[src/design/te_pkg.sv]
// ----------------------------------------------------------------------------
// te_pkg
// Shared types and constants for the tricorn escape-time evaluator.
// ----------------------------------------------------------------------------
package te_pkg;

    // field widths
    localparam int COORD_BITS = 12;
    localparam int CNT_BITS   = 16;
    localparam int DATA_BITS  = 32;
    localparam int IDX_BITS   = 3;

    // configuration register indexes
    localparam logic [IDX_BITS-1:0] REG_SCALE_X  = 3'd0;
    localparam logic [IDX_BITS-1:0] REG_SCALE_Y  = 3'd1;
    localparam logic [IDX_BITS-1:0] REG_OFFSET_X = 3'd2;
    localparam logic [IDX_BITS-1:0] REG_OFFSET_Y = 3'd3;
    localparam logic [IDX_BITS-1:0] REG_MAX_ITER = 3'd4;

    // default iteration limit
    localparam logic [CNT_BITS-1:0] MAX_ITER_RESET = 16'd256;

    // input beat
    typedef struct packed {
        logic [COORD_BITS-1:0] pixel_x;
        logic [COORD_BITS-1:0] pixel_y;
    } t_pix_in;

    // output beat
    typedef struct packed {
        logic [COORD_BITS-1:0] out_x;
        logic [COORD_BITS-1:0] out_y;
        logic [CNT_BITS-1:0]   escape_count;
    } t_pix_out;

    // controller to datapath
    typedef struct packed {
        logic load_pixel;
        logic map_mul;
        logic map_add;
        logic iter_mul;
        logic iter_upd;
        logic load_out;
    } t_dp_cmd;

    // datapath to controller
    typedef struct packed {
        logic below_max;
        logic escaped;
        logic out_free;
    } t_dp_status;

endpackage

[src/design/te_ctrl.sv]
// ----------------------------------------------------------------------------
// te_ctrl
// Sequencer for mapping, the iteration loop (multiply, then update) and result hand-off.
// ----------------------------------------------------------------------------
module te_ctrl (
    input  logic               i_clk,
    input  logic               i_rst_n,
    input  logic               i_in_valid,
    input  te_pkg::t_dp_status i_status,
    output logic               o_in_stall,
    output te_pkg::t_dp_cmd    o_cmd
);
    import te_pkg::*;

    localparam logic [2:0] S_IDLE     = 3'd0;
    localparam logic [2:0] S_MAP_MUL  = 3'd1;
    localparam logic [2:0] S_MAP_ADD  = 3'd2;
    localparam logic [2:0] S_ITER_MUL = 3'd3;
    localparam logic [2:0] S_ITER_UPD = 3'd4;
    localparam logic [2:0] S_FINISH   = 3'd5;

    logic [2:0] r_state, n_state;

    always_ff @(posedge i_clk) begin
        if (!i_rst_n) begin
            r_state <= S_IDLE;
        end else begin
            r_state <= n_state;
        end
    end

    assign o_in_stall = (r_state != S_IDLE);

    // next state and datapath commands
    always_comb begin
        n_state = r_state;
        o_cmd   = '0;
        case (r_state)
            S_IDLE: begin
                if (i_in_valid) begin
                    o_cmd.load_pixel = 1'b1;
                    n_state          = S_MAP_MUL;
                end
            end
            S_MAP_MUL: begin
                o_cmd.map_mul = 1'b1;
                n_state       = S_MAP_ADD;
            end
            S_MAP_ADD: begin
                o_cmd.map_add = 1'b1;
                n_state       = S_ITER_MUL;
            end
            S_ITER_MUL: begin
                if (i_status.below_max) begin
                    o_cmd.iter_mul = 1'b1;
                    n_state        = S_ITER_UPD;
                end else begin
                    n_state = S_FINISH;
                end
            end
            S_ITER_UPD: begin
                if (i_status.escaped) begin
                    n_state = S_FINISH;
                end else begin
                    o_cmd.iter_upd = 1'b1;
                    n_state        = S_ITER_MUL;
                end
            end
            S_FINISH: begin
                if (i_status.out_free) begin
                    o_cmd.load_out = 1'b1;
                    n_state        = S_IDLE;
                end
            end
            default: n_state = S_IDLE;
        endcase
    end

endmodule

[config.mk]
export PLATFORM = sky130hd
export DESIGN_NAME = te_ctrl
export DESIGN_NICKNAME = d
export VERILOG_FILES = /design/src/design/te_pkg.sv /design/src/design/te_ctrl.sv
export SDC_FILE = /design/constraint.sdc
export NUM_CORES = 1
export LEC_CHECK = 0
export CELL_PAD_IN_SITES_DETAIL_PLACEMENT = 0
export CELL_PAD_IN_SITES_GLOBAL_PLACEMENT = 1
export CORE_AREA = 3 3 40 42
export DETAILED_ROUTE_END_ITERATION = 8
export DIE_AREA = 0 0 43 45
export DONT_BUFFER_PORTS = 1
export GPL_TIMING_DRIVEN = 0
export PLACE_DENSITY = 0.42
export REMOVE_ABC_BUFFERS = 1
export SLEW_MARGIN = 20
export SYNTH_ARGS = -nofsm -noshare
export SYNTH_HDL_FRONTEND = slang
export SYNTH_SLANG_ARGS = --single-unit
[constraint.sdc]
create_clock -name i_clk -period 1.6 [get_ports i_clk]
set_input_delay 0.4 -clock i_clk [delete_from_list [all_inputs] [get_ports i_clk]]
set_output_delay 0.4 -clock i_clk [all_outputs]
set_load 0.005 [all_outputs]
==> impl_metrics.yaml <==
outcome:
  outcome: "finished clean"
drt:
  vias_per_cell: 4.62
  via_count: 208
  dr.pass1.iters: 2
  postRouteAntennaNets: 0
  drt_iter0_markers: 3
  wirelength_um: 571
  wire_per_inst_um: 12.7
  drc_errors: 0
clocking:
  clockBufferDepth: 2
  h-tree-depth: 1
  ctsHoldBuffers: 0
  clock-sinks: 3
  cts_tree: "built"
  root_buffer: "clkbuf_4"
  clk_latency_ps: 230
  clk_pin_slew_worst_paths_ps: 40
  cts_made_buffers: 3
  post-cts-setup-buffer-count: 0
  cts_resized: 4
power:
  ir_worst_vdd_uv: 359
  p_seq_share_pct: 35.9
  p_int_uw: 259
  p_per_area_nw_per_um2: 1440
  leakagePower_uw: 0.000107
  p_sw_uw: 143
  switching_share_pct: 35.6
  p_comb_share_pct: 30.8
  power_frac_clock_pct: 33.3
global_route:
  grtUsageMet3_pct: 2.79
  grt_pass1_wl_mm: 1.04
  antenna_found_initial: 0
  grt_pass1_vias: 241
  busiest_layer: "met2"
  grt_util_met2_pct: 9.88
  grtUsageMet1_pct: 8.43
  track_usage_pct: 7.24
  overflow: 0
  grt_start_max_net_pins: 11
synthesis:
  synthArstFlopShare_pct: 0
  ys_ff_latch: 3
  syn_inst: 28
  syn_area_per_cell_um2: 8.85
  yosysUniqueCellTypes: 21
  synth_area_leaders: "dfxtp_1 (24%), buf_6 (9.1%), nor2b_4 (5.6%)"
  ys_warn_count: 0
  syn_area_um2: 248
  synth_edf_count: 0
  yosysTopAreaCell: "dfxtp_1"
  synth_top_area_share_pct: 24.2
  yosys-top-cells-count: "dfxtp_1 (3), nor2_1 (3), a21oi_1 (2), buf_6 (2), nand2b_1 (2)"
  ys.flop_type: "dfxtp_1"
  synth_seq_area_share_pct: 24.2
critical_path:
  worstSetupStartpointType: "flop"
  cp.arrival_ps: 1160
  end_kind: "output port"
  cp.required_ps: 1200
  crit_type: "flop to output port"
  crit_fanout: 10
sta:
  worstMarginPinSlew_ps: 209
  finalClockSkew_ps: 1.05
  slew_violations: 0
  rsz0062_at_grt: "false"
  slew_headroom_pct: 86.0
  period_minus_slack_ps: 1560
  hold_viol: 0
  finalSetupViolations: 0
  max_freq_mhz: 643
  setup_slack_ps: 44.1
  fin_crit_sh_pct: 97.2
  finalSetupTns_ps: 0
place:
  hpwl_um: 443
  gp_congestion: 0.642
  pre_cts_slack_ps: 184
  port_buffers: 0
floorplan:
  dieArea_um2: 1940
  pin_count: 13
  die_height_um: 45
  die_w_um: 43
  std_cell_rows: 13
  start_util_pct: 19.3
  core_region_area_um2: 1280
final_layout:
  num_antenna_cells: 0
  largest_register_ffs: 3
  largestRegisters: "r_state (3)"
  nets: 37
  drive_gt1_share_pct: 43.3
  area_growth_pct: 12.6
  top_register: "r_state"
worst_hold_path:
  hold_path.class: "input port to flop"
flow_run:
  cap_viol_max_count: 0
final cells by class:
cell class | instances | area (um^2)
Sequential cell | 3 | 63.8
Clock buffer | 4 | 26.3
Inverter | 1 | 3.75
Multi-Input combinational cell | 22 | 166
Tap cell | 15 | 18.8
Fill cell | 152 | 1010
final timing paths:
check                          startpoint                      end  slack, ps  cells past startpoint
setup reg to reg  r_state[0]$_SDFFE_PN0P_  r_state[2]$_SDFFE_PN0P_        510                      3
hold / removal                    i_rst_n  r_state[2]$_SDFFE_PN0P_        270                      2
hold reg to reg   r_state[2]$_SDFFE_PN0P_  r_state[0]$_SDFFE_PN0P_        540                      2
setup / recovery  r_state[0]$_SDFFE_PN0P_                 o_cmd[5]         40                      2
power by group through the flow:
stage          Clock, uW  Sequential, uW  Combinational, uW
6_report             134             144                124
5_1_grt              145             153                141
4_1_cts              143             144                124
3_5_place_dp           0             141                120
3_3_place_gp           0             139                120
2_1_floorplan          0             129                105
layer usage:
| layer | up-vias | part of all wire [%] |
|---|---|---|
| li1 | 103 | - |
| met1 | 93 | 42 |
| met2 | 10 | 44 |
| met3 | 2 | 11 |
| met4 | 0 | 3.0 |
| met5 | - | 0 |
per-stage QoR:
step	instances	area, um^2	util, %	total power [uW]	hold WS, ps
2_1_floorplan	26	225	-	234	511
3_3_place_gp	41	244	19.0	259	521
3_5_place_dp	41	244	19.0	261	521
4_1_cts	45	277	21.5	411	263
5_1_grt	45	279	21.7	439	272
6_report	45	279	21.7	402	271
worst max-delay path: stages (launching register included):
cell     delay (ps)
dfxtp_2         370
or3_4           430
nor2_2          120
kinds of logic after synthesis:
family / synth area share (%)
simple gates: 42.4
compound gates: 22.7
buf+inv: 10.6
flops: 24.2
layout by cell type, fill, tap and decap left out, drive strengths merged, types with 2 or more instances in the layout:
cell and count:
clkbuf 4, dfxtp 3, nor2 3, nand2b 2, a21oi 2, nor2b 2, nor3b 2, o21ai 2
(Power assumes the default switching activity.)
